[src/design/lrast_pkg.sv]
// Package with the shared widths, types and control structs of the line rasterizer.
`default_nettype none

package lrast_pkg;

    // Width of the coordinate fields on the ports.
    localparam int FIELD_W    = 6;
    // Coordinate bits used by the stepper; port bits above this are ignored.
    localparam int COORD_BITS = 6;
    localparam int COLOR_W    = 32;

    typedef logic [FIELD_W-1:0]    t_field;
    typedef logic [COORD_BITS-1:0] t_coord;
    typedef logic [COORD_BITS:0]   t_err;
    typedef logic [COLOR_W-1:0]    t_color;

    // Command payload as seen by the datapath.
    typedef struct packed {
        t_field start_x;
        t_field start_y;
        t_field end_x;
        t_field end_y;
        t_color line_color;
    } t_cmd_data;

    // Commands from the controller to the datapath.
    typedef struct packed {
        logic load;
        logic setup;
        logic step;
    } t_ctl_cmd;

    // Status from the datapath to the controller.
    typedef struct packed {
        logic major_zero;
        logic last_step;
        logic out_free;
    } t_ctl_sts;

endpackage

`default_nettype wire

[src/design/lrast_if.sv]
// Handshake interfaces for the line command channel and the pixel channel.
`default_nettype none

interface lrast_cmd_if import lrast_pkg::*; ();
    logic   valid;
    logic   ready;
    t_field start_x;
    t_field start_y;
    t_field end_x;
    t_field end_y;
    t_color line_color;

    modport source (output valid, start_x, start_y, end_x, end_y, line_color, input ready);
    modport sink   (input valid, start_x, start_y, end_x, end_y, line_color, output ready);
endinterface

interface lrast_pix_if import lrast_pkg::*; ();
    logic   valid;
    logic   ready;
    t_field pixel_x;
    t_field pixel_y;
    t_color pixel_color;
    logic   last_pixel;

    modport source (output valid, pixel_x, pixel_y, pixel_color, last_pixel, input ready);
    modport sink   (input valid, pixel_x, pixel_y, pixel_color, last_pixel, output ready);
endinterface

`default_nettype wire

[src/design/lrast_ctrl.sv]
// Controller state machine that sequences command load, setup and pixel stepping.
`default_nettype none

module lrast_ctrl import lrast_pkg::*; (
    input  wire logic     i_clk,
    input  wire logic     i_rst_n,
    input  wire logic     i_cmd_valid,
    output logic          o_cmd_ready,
    input  wire t_ctl_sts i_sts,
    output t_ctl_cmd      o_cmd
);

    typedef enum logic [2:0] {
        S_IDLE  = 3'b001,
        S_SETUP = 3'b010,
        S_RUN   = 3'b100
    } t_state;

    t_state r_state;
    t_state n_state;

    // A new command is taken only while the stepper is idle.
    assign o_cmd_ready = (r_state == S_IDLE);

    // Next state and datapath commands.
    always_comb begin
        n_state     = r_state;
        o_cmd.load  = 1'b0;
        o_cmd.setup = 1'b0;
        o_cmd.step  = 1'b0;
        unique case (r_state)
            S_IDLE: begin
                if (i_cmd_valid) begin
                    o_cmd.load = 1'b1;
                    n_state    = S_SETUP;
                end
            end
            S_SETUP: begin
                o_cmd.setup = 1'b1;
                n_state     = i_sts.major_zero ? S_IDLE : S_RUN;
            end
            S_RUN: begin
                // Step only when the pixel register can take a new pixel.
                if (i_sts.out_free) begin
                    o_cmd.step = 1'b1;
                    if (i_sts.last_step) begin
                        n_state = S_IDLE;
                    end
                end
            end
            default: n_state = S_IDLE;
        endcase
    end

    // State register.
    always_ff @(posedge i_clk) begin
        if (!i_rst_n) begin
            r_state <= S_IDLE;
        end else begin
            r_state <= n_state;
        end
    end

endmodule

`default_nettype wire

[src/design/lrast_dp.sv]
// Datapath with the command registers, the Bresenham stepper and the pixel output register.
`default_nettype none

module lrast_dp import lrast_pkg::*; (
    input  wire logic      i_clk,
    input  wire logic      i_rst_n,
    input  wire t_cmd_data i_cmd_data,
    input  wire t_ctl_cmd  i_cmd,
    output t_ctl_sts       o_sts,
    input  wire logic      i_pix_ready,
    output logic           o_pix_valid,
    output t_field         o_pixel_x,
    output t_field         o_pixel_y,
    output t_color         o_pixel_color,
    output logic           o_last_pixel
);

    // Latched command.
    t_coord r_sx, r_sy, r_ex, r_ey;
    t_color r_color;

    // Stepper state.
    t_coord r_px, r_py;
    t_err   r_err;
    t_coord r_major, r_minor, r_cnt;
    logic   r_xmaj, r_xneg, r_yneg;

    // Pixel output register. It keeps its own copy of the color, because the
    // next command may be latched while the last pixel is still waiting.
    logic   r_pv;
    t_coord r_pix_x, r_pix_y;
    t_color r_pix_color;
    logic   r_pix_last;

    // Setup values derived from the latched endpoints.
    logic   s_xneg, s_yneg, s_xmaj;
    t_coord s_adx, s_ady, s_major, s_minor, s_px0, s_py0;
    logic   s_sxneg, s_syneg;

    always_comb begin
        s_xneg = (r_ex < r_sx);
        s_yneg = (r_ey < r_sy);
        s_adx  = s_xneg ? (r_sx - r_ex) : (r_ex - r_sx);
        s_ady  = s_yneg ? (r_sy - r_ey) : (r_ey - r_sy);
        priority if (s_ady == '0) begin
            // Horizontal line: start one before the smaller x and count up.
            s_xmaj  = 1'b1;
            s_major = s_adx;
            s_minor = '0;
            s_sxneg = 1'b0;
            s_syneg = 1'b0;
            s_px0   = (s_xneg ? r_ex : r_sx) - COORD_BITS'(1);
            s_py0   = r_sy;
        end else if (s_adx == '0) begin
            // Vertical line: start one before the smaller y and count up.
            s_xmaj  = 1'b0;
            s_major = s_ady;
            s_minor = '0;
            s_sxneg = 1'b0;
            s_syneg = 1'b0;
            s_px0   = r_sx;
            s_py0   = (s_yneg ? r_ey : r_sy) - COORD_BITS'(1);
        end else begin
            // General line: step from the start point along the major axis.
            s_xmaj  = (s_adx >= s_ady);
            s_major = s_xmaj ? s_adx : s_ady;
            s_minor = s_xmaj ? s_ady : s_adx;
            s_sxneg = s_xneg;
            s_syneg = s_yneg;
            s_px0   = r_sx;
            s_py0   = r_sy;
        end
    end

    // One Bresenham step: add the minor span, take a minor step on overflow.
    t_err   st_sum, st_err;
    logic   st_minor;
    t_coord st_xinc, st_yinc, st_px, st_py;

    always_comb begin
        st_sum   = r_err + {1'b0, r_minor};
        st_minor = (st_sum >= {1'b0, r_major});
        st_err   = st_minor ? (st_sum - {1'b0, r_major}) : st_sum;
        st_xinc  = r_xneg ? (r_px - COORD_BITS'(1)) : (r_px + COORD_BITS'(1));
        st_yinc  = r_yneg ? (r_py - COORD_BITS'(1)) : (r_py + COORD_BITS'(1));
        st_px    = (r_xmaj || st_minor) ? st_xinc : r_px;
        st_py    = (!r_xmaj || st_minor) ? st_yinc : r_py;
    end

    // Status toward the controller.
    assign o_sts.major_zero = (s_major == '0);
    assign o_sts.last_step  = (r_cnt == COORD_BITS'(1));
    assign o_sts.out_free   = !r_pv || i_pix_ready;

    // Command latch.
    always_ff @(posedge i_clk) begin
        if (i_cmd.load) begin
            r_sx    <= i_cmd_data.start_x[COORD_BITS-1:0];
            r_sy    <= i_cmd_data.start_y[COORD_BITS-1:0];
            r_ex    <= i_cmd_data.end_x[COORD_BITS-1:0];
            r_ey    <= i_cmd_data.end_y[COORD_BITS-1:0];
            r_color <= i_cmd_data.line_color;
        end
    end

    // Stepper registers.
    always_ff @(posedge i_clk) begin
        if (i_cmd.setup) begin
            r_px    <= s_px0;
            r_py    <= s_py0;
            r_err   <= {2'b00, s_major[COORD_BITS-1:1]};
            r_major <= s_major;
            r_minor <= s_minor;
            r_cnt   <= s_major;
            r_xmaj  <= s_xmaj;
            r_xneg  <= s_sxneg;
            r_yneg  <= s_syneg;
        end else if (i_cmd.step) begin
            r_px  <= st_px;
            r_py  <= st_py;
            r_err <= st_err;
            r_cnt <= r_cnt - COORD_BITS'(1);
        end
    end

    // Pixel register: filled by a step, emptied by a transfer.
    always_ff @(posedge i_clk) begin
        if (!i_rst_n) begin
            r_pv <= 1'b0;
        end else if (i_cmd.step) begin
            r_pv <= 1'b1;
        end else if (i_pix_ready) begin
            r_pv <= 1'b0;
        end
    end

    always_ff @(posedge i_clk) begin
        if (i_cmd.step) begin
            r_pix_x     <= st_px;
            r_pix_y     <= st_py;
            r_pix_color <= r_color;
            r_pix_last  <= (r_cnt == COORD_BITS'(1));
        end
    end

    assign o_pix_valid   = r_pv;
    assign o_pixel_x     = FIELD_W'(r_pix_x);
    assign o_pixel_y     = FIELD_W'(r_pix_y);
    assign o_pixel_color = r_pix_color;
    assign o_last_pixel  = r_pix_last;

endmodule

`default_nettype wire

[src/design/line_rasterizer.sv]
// Top level of the line rasterizer: joins the controller and the datapath to the channels.
//
//   Channel   Direction  Transfer  Payload
//   i_cmd     in         one line  start_x, start_y, end_x, end_y, line_color
//   o_pix     out        one pixel pixel_x, pixel_y, pixel_color, last_pixel
//
// A command is latched, then set up, then stepped at one pixel per cycle while the pixel
// channel does not stall, for max(|dx|, |dy|) pixels, at most 63, by the Bresenham stepper.
// The command channel is ready only while the stepper is idle.
// A stall on the pixel channel holds the stepper; the last pixel may wait in the
// output register while the next command is already taken.
// Reset clears the state machine and the pixel valid flag.
`default_nettype none

module line_rasterizer import lrast_pkg::*; (
    input  wire logic  i_clk,
    input  wire logic  i_rst_n,
    lrast_cmd_if.sink  i_cmd,
    lrast_pix_if.source o_pix
);

    t_ctl_cmd  w_cmd;
    t_ctl_sts  w_sts;
    t_cmd_data w_cmd_data;
    logic      w_cmd_ready;

    assign i_cmd.ready = w_cmd_ready;

    // Command payload into the datapath.
    assign w_cmd_data.start_x    = i_cmd.start_x;
    assign w_cmd_data.start_y    = i_cmd.start_y;
    assign w_cmd_data.end_x      = i_cmd.end_x;
    assign w_cmd_data.end_y      = i_cmd.end_y;
    assign w_cmd_data.line_color = i_cmd.line_color;

    lrast_ctrl u_ctrl (
        .i_clk       (i_clk),
        .i_rst_n     (i_rst_n),
        .i_cmd_valid (i_cmd.valid),
        .o_cmd_ready (w_cmd_ready),
        .i_sts       (w_sts),
        .o_cmd       (w_cmd)
    );

    lrast_dp u_dp (
        .i_clk         (i_clk),
        .i_rst_n       (i_rst_n),
        .i_cmd_data    (w_cmd_data),
        .i_cmd         (w_cmd),
        .o_sts         (w_sts),
        .i_pix_ready   (o_pix.ready),
        .o_pix_valid   (o_pix.valid),
        .o_pixel_x     (o_pix.pixel_x),
        .o_pixel_y     (o_pix.pixel_y),
        .o_pixel_color (o_pix.pixel_color),
        .o_last_pixel  (o_pix.last_pixel)
    );

endmodule

`default_nettype wire

[src/flat_wrapper.sv]
// flat-port wrapper written by rule: the top's interface ports become plain ports
module line_rasterizer_flat import lrast_pkg::*;
  (i_clk, i_rst_n, i_cmd_valid, i_cmd_start_x, i_cmd_start_y, i_cmd_end_x, i_cmd_end_y, i_cmd_line_color, i_cmd_ready, o_pix_valid, o_pix_pixel_x, o_pix_pixel_y, o_pix_pixel_color, o_pix_last_pixel, o_pix_ready);
  lrast_cmd_if i_cmd_i ();
  lrast_pix_if o_pix_i ();
  input  wire logic i_clk;
  input  wire logic i_rst_n;
  input wire logic [$bits(i_cmd_i.valid)-1:0] i_cmd_valid;
  input wire logic [$bits(i_cmd_i.start_x)-1:0] i_cmd_start_x;
  input wire logic [$bits(i_cmd_i.start_y)-1:0] i_cmd_start_y;
  input wire logic [$bits(i_cmd_i.end_x)-1:0] i_cmd_end_x;
  input wire logic [$bits(i_cmd_i.end_y)-1:0] i_cmd_end_y;
  input wire logic [$bits(i_cmd_i.line_color)-1:0] i_cmd_line_color;
  output wire logic [$bits(i_cmd_i.ready)-1:0] i_cmd_ready;
  output wire logic [$bits(o_pix_i.valid)-1:0] o_pix_valid;
  output wire logic [$bits(o_pix_i.pixel_x)-1:0] o_pix_pixel_x;
  output wire logic [$bits(o_pix_i.pixel_y)-1:0] o_pix_pixel_y;
  output wire logic [$bits(o_pix_i.pixel_color)-1:0] o_pix_pixel_color;
  output wire logic [$bits(o_pix_i.last_pixel)-1:0] o_pix_last_pixel;
  input wire logic [$bits(o_pix_i.ready)-1:0] o_pix_ready;
  assign i_cmd_i.valid = i_cmd_valid;
  assign i_cmd_i.start_x = i_cmd_start_x;
  assign i_cmd_i.start_y = i_cmd_start_y;
  assign i_cmd_i.end_x = i_cmd_end_x;
  assign i_cmd_i.end_y = i_cmd_end_y;
  assign i_cmd_i.line_color = i_cmd_line_color;
  assign i_cmd_ready = i_cmd_i.ready;
  assign o_pix_valid = o_pix_i.valid;
  assign o_pix_pixel_x = o_pix_i.pixel_x;
  assign o_pix_pixel_y = o_pix_i.pixel_y;
  assign o_pix_pixel_color = o_pix_i.pixel_color;
  assign o_pix_last_pixel = o_pix_i.last_pixel;
  assign o_pix_i.ready = o_pix_ready;
  line_rasterizer u_core (.i_clk(i_clk), .i_rst_n(i_rst_n), .i_cmd(i_cmd_i), .o_pix(o_pix_i));
endmodule
[config.mk]
export PLATFORM = sky130hd
export DESIGN_NAME = line_rasterizer_flat
export DESIGN_NICKNAME = d
export VERILOG_FILES = /design/src/design/lrast_pkg.sv /design/src/design/lrast_if.sv /design/src/design/lrast_ctrl.sv /design/src/design/lrast_dp.sv /design/src/design/line_rasterizer.sv /design/src/flat_wrapper.sv
export SDC_FILE = /design/constraint.sdc
export NUM_CORES = 1
export LEC_CHECK = 0
export BUFFER_PORTS_ARGS = -buffer_cell sky130_fd_sc_hd__buf_2
export CELL_PAD_IN_SITES_DETAIL_PLACEMENT = 1
export CELL_PAD_IN_SITES_GLOBAL_PLACEMENT = 1
export CORE_UTILIZATION = 39
export DETAILED_ROUTE_END_ITERATION = 7
export GPL_TIMING_DRIVEN = 0
export PLACE_DENSITY_LB_ADDON = 0.1
export RECOVER_POWER = 25
export SETUP_SLACK_MARGIN = 0.3
export SYNTH_ARGS = -nofsm -noshare
export SYNTH_HDL_FRONTEND = slang
export SYNTH_SLANG_ARGS = --single-unit
[constraint.sdc]
create_clock -name i_clk -period 5.05 [get_ports i_clk]
set_clock_uncertainty 0.15 [all_clocks]
set_input_delay 0 -clock i_clk [delete_from_list [all_inputs] [get_ports i_clk]]
set_output_delay 0 -clock i_clk [all_outputs]
set_load 0.005 [all_outputs]
==> results of run 1 <==
per-layer routing:
layer  up-vias  wire, µm  GRT usage
met2        89     10500      0.347
li1       2902         -          -
met1      2953      9450      0.259
met3        11       532     0.0326
met4         0       122     0.0479
met5         -         0          0
cells in the mapped netlist (6+ instances only):
library cell,count
nor2_1,51
mux2i_1,10
edfxtp_1,139
xnor2_1,15
nor3_1,21
fa_1,8
mux2_2,8
inv_1,63
ha_1,52
nand2_1,29
a211oi_1,14
nor2b_1,13
clkbuf_1,12
o21ai_0,19
a21o_1,14
o21a_1,9
xor2_1,9
nand3_1,7
a21oi_1,51
o211ai_1,8
dfxtp_1,6
o21ai_1,10
repair_timing:
action,in CTS,in global routing
resized for setup,1,17
hold buffers,59,0
gates cloned,0,0
pin swaps,0,2
hold endpoints to repair,60,0
setup endpoints to repair,2,16
buffers inserted,0,0
sequential cells by signal, summed over array words and instances (netlist names), 3 cells and up:
name / cells
u_core.u_dp.r_ex: 6
u_core.u_dp.r_major: 6
u_core.u_dp.r_sx: 6
u_core.u_dp.o_pixel_x: 6
u_core.u_dp.r_px: 6
u_core.u_dp.o_pixel_y: 6
u_core.u_dp.r_err: 7
u_core.u_dp.r_cnt: 6
u_core.u_dp.r_ey: 6
u_core.u_ctrl.r_state: 3
u_core.u_dp.r_minor: 6
u_core.u_dp.r_sy: 6
u_core.u_dp.r_color: 32
u_core.u_dp.r_py: 6
u_core.u_dp.o_pixel_color: 32
placed cells by master (no fill, tap or decap), types with 10 or more instances in the layout:
cell type	count
o21ai_0	19
dlygate4sd3_1	59
mux2i_1	10
nor2_1	50
clkbuf_16	17
a21oi_1	49
inv_1	62
nor3_1	21
ha_1	52
a21o_1	14
xnor2_1	15
edfxtp_1	139
o21ai_1	10
nor2b_1	13
clkbuf_1	10
nand2_1	29
buf_2	110
a211oi_1	12
kinds of logic (layout without fill, tap and decap cells):
kind of cell,after synthesis,count (layout),share of synthesized area
buf+inv,86,285,0.0441
mux,21,21,0.0285
flops,145,145,0.532
compound gates,179,179,0.159
xor+xnor,24,24,0.0261
fa+ha+maj,60,60,0.101
simple gates,165,165,0.109
final timing paths:
kind | cells after the start | start | to
worst min register to register | 0 | u_core.u_dp.r_color[22]$_DFFE_PP_ | u_core.u_dp.o_pixel_color[22]$_DFFE_PP_
worst min-delay path | 4 | o_pix_ready | u_core.u_dp.r_err[6]$_SDFFE_PP0P_
worst max-delay path | 16 | u_core.u_dp.r_ex[0]$_DFFE_PP_ | u_core.u_dp.r_err[4]$_DFFE_PP_
worst max register to register | 16 | u_core.u_dp.r_ex[0]$_DFFE_PP_ | u_core.u_dp.r_err[4]$_DFFE_PP_
critical path, delay by kind of cell (launching register included):
| kind | cells | cell delay, ps |
|---|---|---|
| buffers and inverters | 3 | 370 |
| adders and majority gates | 3 | 840 |
| and+or+nand+nor | 5 | 1370 |
| AOI/OAI and AO/OA | 5 | 1130 |
| DFF | 1 | 390 |
per-stage QoR:
step	cell area [µm²]	cells	utilization	total power [W]	setup WS, ps
final	10300	1149	0.507	0.00371	546
after global routing	10300	1149	0.507	0.00390	288
after CTS	10200	1149	0.503	0.00371	326
after detailed placement	8970	1058	0.444	0.00238	275
after global placement	8930	1056	0.442	0.00234	348
after floorplan	8070	680	-	0.00213	1040
cell type report:
cell class,instances,area (µm²)
plain buffers,21,116
clock buffers,17,425
clock inverters,15,189
fillers,2151,9980
inverters,65,244
multi-input cells,449,3480
flip-flops and latches,145,4290
well taps,270,338
repair buffers,167,1160
report_power, final:
group / switching [W] / internal [W]
combinational: 0.000580 / 0.000401
sequential: 0.0000355 / 0.00141
clock: 0.000608 / 0.000675
total: 0.00122 / 0.00249
==> metrics.md, run 1 <==
| Metric | Value |
|---|---|
| Outcome | `finished, final reports clean` |
| CTS Buf Count | `17` |
| Layout cells sized above 1 | `0.226` |
| Final HPWL DP | `~15000 µm` |
| Die W | `146 µm` |
| Setup CP Type | `reg2reg` |
| Yosys Warn Count | `0` |
| Count of cell types in the netlist | `about 80` |
| Residual DRC | `0` |
| CTS tree | `yes` |
| Largest net degree at the start of global routing | `40` |
| H-tree depth | `4` |
| Max_cap viols | `0` |
| Syn avg cell area | `11.9 µm²` |
| Initial antenna violation count | `0` |
| Drt total wl | `about 21000 µm` |
| Clk_lat worst skew | `about 420 ps` |
| Max Freq | `approximately 220 MHz` |
| Initial core utilization | `0.399` |
| Die Y | `approximately 150 µm` |
| Nets@finish | `986` |
| Critical path's largest stage delay | `about 490 ps` |
| Final setup vio count | `0` |
| Synthesized area | `around 8100 µm²` |
| Register area share after synthesis | `0.532` |
| Worst path cell trace | `inv_1 > ha_1 > inv_1 > fa_1 > a21o_1 > and4_1 > clkbuf_1 > o221a_1 > nor4_4 > ha_1 > nand2_1 > o31a_1 > or3_1 > o211a_2 > nor2_1 > a21oi_1` |
| Total GRT Usage | `0.200` |
| Shortest period the worst path allows | `between 4000 and 5000 ps` |
| Leading area contributor after synthesis | `edfxtp_1` |
| Die area | `21300 µm²` |
| Reg clk slew, reported paths | `approximately 70 ps` |
| Ys flop type | `edfxtp_1` |
| Req. time, crit path | `5050 ps` |
| Number of synthesized flops with an enable pin | `139` |
| HP Class | `in2reg` |
| Slew headroom | `0.0872` |
| Post-synth top area share | `0.518` |
| Mapped Nets | `800` |
| Slowest CP cell | `nor4_4` |
| Fin. Hold Viols | `0` |
| Row count | `between 50 and 60` |
| DR pass1 iterations | `4` |
| Setup TNS | `0 ps` |
| Synth Register Bits | `about 150` |
| CTS root buffer | `clkbuf_16` |
| WL per Instance | `17.9 µm` |
| Core area | `roughly 20000 µm²` |
| Max Fanout on Critical Path | `7` |
| Num ports | `about 110` |
| Vias | `between 5000 and 6000` |
| Clock Path Buffers | `2` |
| Synthesis-to-layout area growth | `27.1%` |
| Initial DRC Count | `roughly 270` |
| Vias in the first global route | `~6400` |
| RSZ-0062 raised after global routing | `false` |
| WP data arrival | `4510 ps` |
| First-pass GRT wire length | `between 30000 and 40000 µm` |
| Endpoint type of the worst setup path | `flop` |
| Worst hold slack | `41.1 ps` |
| GRT Residual Overflow | `0` |
| Vias per cell | `approximately 5.2` |
| # diodes | `0` |
| Final period util | `0.892` |
| Leakage | `about 4.1 nW` |
| Cells after synthesis | `680` |
| Worst Max-Slew Pin Slew | `1370 ps` |
| Clock Sinks | `145` |
| CP Launch Type | `flop` |
| Async SR Flop Fraction | `0` |
| Max Slew Vio Count | `0` |
| Top cells by area, synth | `edfxtp_1 (52%), ha_1 (8.1%), a21oi_1 (3.2%)` |
| R2r setup slk | `~550 ps` |
| Placer Congestion | `approximately 0.83` |
| Routed Antenna Nets | `0` |
| Worst VDD drop | `approximately 0.24 mV` |
| Power density over cell area | `about 360 nW/µm²` |
| Number of port buffers | `106` |
No activity file was read; power rests on OpenSTA's default activity.
==> run 2, diff against run 1 <==
Clock period 5.05 ns to 5.3 ns, I/O delays scaled along.
==> metrics.md, run 2 (same netlist as run 1, synthesis figures left out) <==
| Metric | Value |
|---|---|
| # fillers | `~2200` |
| Crit path launch | `u_core.u_dp.r_err[0]$_DFFE_PP_` |
| Reg-to-Reg End | `u_core.u_dp.r_px[4]$_DFFE_PP_` |
| Worst path cell trace | `ha_1 > fa_1 > ha_1 > nor2b_1 > o21a_1 > o21ai_0 > a21oi_1 > nor4_1 > nor2b_1 > clkbuf_1 > mux2_1 > and2_1 > a31o_1` |
| Synthesis-to-layout area growth | `26.4%` |
| Die area | `~21000 µm²` |
| Max_cap viols | `0` |
| Drt total wl | `20500 µm` |
| NetSw | `0.00115 W` |
| Final HPWL DP | `approximately 15000 µm` |
| WL per Instance | `17.8 µm` |
| Worst Max-Slew Pin Slew | `between 1000 and 1500 ps` |
| DR pass1 iterations | `5` |
| Commonest non-fill, non-tap cell in the layout | `edfxtp_1` |
| Nets@finish | `around 990` |
| Clock Sinks | `roughly 150` |
| Placer Congestion | `roughly 0.83` |
| Vias per cell | `5.17` |
| R2r setup slk | `about 640 ps` |
| Final setup vio count | `0` |
| Num ports | `between 100 and 150` |
| Reg clk slew, reported paths | `approximately 70 ps` |
| Met1 usage | `0.259` |
| WP data arrival | `~4700 ps` |
| Power density over cell area | `between 300 and 400 nW/µm²` |
| Met2 GRT Util | `0.347` |
| Slowest CP cell | `nor4_1` |
| Critical Path End | `u_core.u_dp.r_px[4]$_DFFE_PP_` |
| Max Freq | `215 MHz` |
| RSZ-0062 raised after global routing | `false` |
| CP Launch Type | `flop` |
| H-tree depth | `4` |
| Met3 Usage GRT | `0.0326` |
| First-pass GRT wire length | `roughly 33000 µm` |
| Slew headroom | `0.104` |
| Setup TNS | `0 ps` |
| Number of port buffers | `106` |
| Initial DRC Count | `about 300` |
| Layout cells sized above 1 | `0.217` |
| Critical path's largest stage delay | `approximately 660 ps` |
| Final period util | `0.879` |
| Residual DRC | `0` |
| Fin. Hold Viols | `0` |
| Leakage | `slightly above 4 nW` |
| Combinational share of power | `0.257` |
| Shortest period the worst path allows | `around 4700 ps` |
| Initial antenna violation count | `0` |
| Routed Antenna Nets | `0` |
| # diodes | `0` |
| Req. time, crit path | `approximately 5300 ps` |
| Die Y | `between 100 and 150 µm` |
| Vias | `between 5000 and 6000` |
| Initial core utilization | `0.399` |
| Sw Ratio | `0.328` |
| Worst VDD drop | `approximately 0.24 mV` |
| Clk_lat worst skew | `~420 ps` |
| GRT Residual Overflow | `0` |
| Max Slew Vio Count | `0` |
| Clock Path Buffers | `2` |
| Part of the power in the clock network | `0.349` |
| Reg power frac | `0.394` |
| Vias in the first global route | `roughly 6400` |
| Total GRT Usage | `0.200` |
| Max Fanout on Critical Path | `8` |
| Largest net degree at the start of global routing | `40` |
| Final Instance Area | `10200 µm²` |
| CTS Buf Count | `17` |
| RR Startpoint | `u_core.u_dp.r_err[0]$_DFFE_PP_` |
| Internal | `around 0.0024 W` |
| Commonest cells after routing, fill and taps aside | `edfxtp_1 (139), buf_2 (110), inv_1 (62), dlygate4sd3_1 (59), ha_1 (52)` |
| CTS tree | `yes` |
| Dpl cell area | `8970 µm²` |
| Outcome | `finished, final reports clean` |
| Core area | `20200 µm²` |
| GR peak layer | `met2` |
| Endpoint type of the worst setup path | `flop` |
| Row count | `52` |
| Die W | `around 150 µm` |
| HP Class | `in2reg` |
| Setup CP Type | `reg2reg` |
| Reg2Reg Depth | `13` |
| CTS root buffer | `clkbuf_16` |
-- run 2: changes by cell type in the layout (fill, tap and decap cells not counted), moves of 2 or more --
cell      change
a21oi_2       -2
a211oi_2      -2
a21oi_1       +2
a211oi_1      +2
o31ai_4       -2
-- run 2: layout make-up --
class / count / area, µm² / area share
buffer: 21 / 113 / 0.0110
clock buffer: 17 / 425 / 0.0417
clock inverter: 15 / 189 / 0.0185
inverter: 65 / 244 / 0.0239
multi-input combinational: 449 / 3430 / 0.336
sequential: 145 / 4290 / 0.421
tap: 270 / 338 / 0.0331
timing repair buffer: 167 / 1160 / 0.114
-- run 2: through the flow --
stage	worst slack, ps	utilization	hold slack [ps]	total power (W)	instances
detailed placement	525	0.444	28.7	0.00226	1058
global placement	598	0.442	25.9	0.00223	1056
global route	357	0.504	44.8	0.00368	1149
floorplan	1290	-	-51.1	0.00203	680
finish	641	0.504	43.6	0.00350	1149
CTS	486	0.503	25.3	0.00353	1149
-- run 2: power groups by stage --
stage               combinational, W  sequential, W  clock, W
finish                      0.000902        0.00138   0.00122
global route                 0.00100        0.00139   0.00129
CTS                         0.000898        0.00138   0.00125
detailed placement          0.000858        0.00141         0
global placement            0.000821        0.00140         0
floorplan                   0.000634        0.00139         0
-- run 2: worst min-delay path by stage --
stage                        startpoint                                     to  slack (ps)  depth (start not counted)
finish                      o_pix_ready      u_core.u_dp.r_err[6]$_SDFFE_PP0P_          40                          4
global route                o_pix_ready      u_core.u_dp.r_err[6]$_SDFFE_PP0P_          40                          4
CTS                         o_pix_ready  u_core.u_ctrl.r_state[2]$_SDFFE_PN0P_          30                          5
detailed placement  i_cmd_line_color[8]       u_core.u_dp.r_color[8]$_DFFE_PP_          30                          1
global placement       i_cmd_start_y[4]          u_core.u_dp.r_sy[4]$_DFFE_PP_          30                          1
floorplan           i_cmd_line_color[0]       u_core.u_dp.r_color[0]$_DFFE_PP_         -50                          0
-- run 2: critical path, delay by kind of cell, from the launching register on --
family,cells,cell delay (ps)
fa+ha+maj,3,1080
simple gates,4,1270
mux,1,390
buf+inv,1,360
flops,1,380
compound gates,4,800
-- run 2: repair_timing --
item,4_1_cts,5_1_grt
gates resized for setup,0,4
buffers inserted,0,0
hold buffers,59,0
endpoints found under the hold margin,60,0
endpoints found under the setup margin,0,8
-- run 2: per-layer routing --
metal,vias to the layer above,wire length (µm),part of all wire
met1,2952,9520,0.47
met2,77,10400,0.51
met5,-,0,0
met4,0,116,0.0057
met3,8,397,0.019
li1,2901,-,-
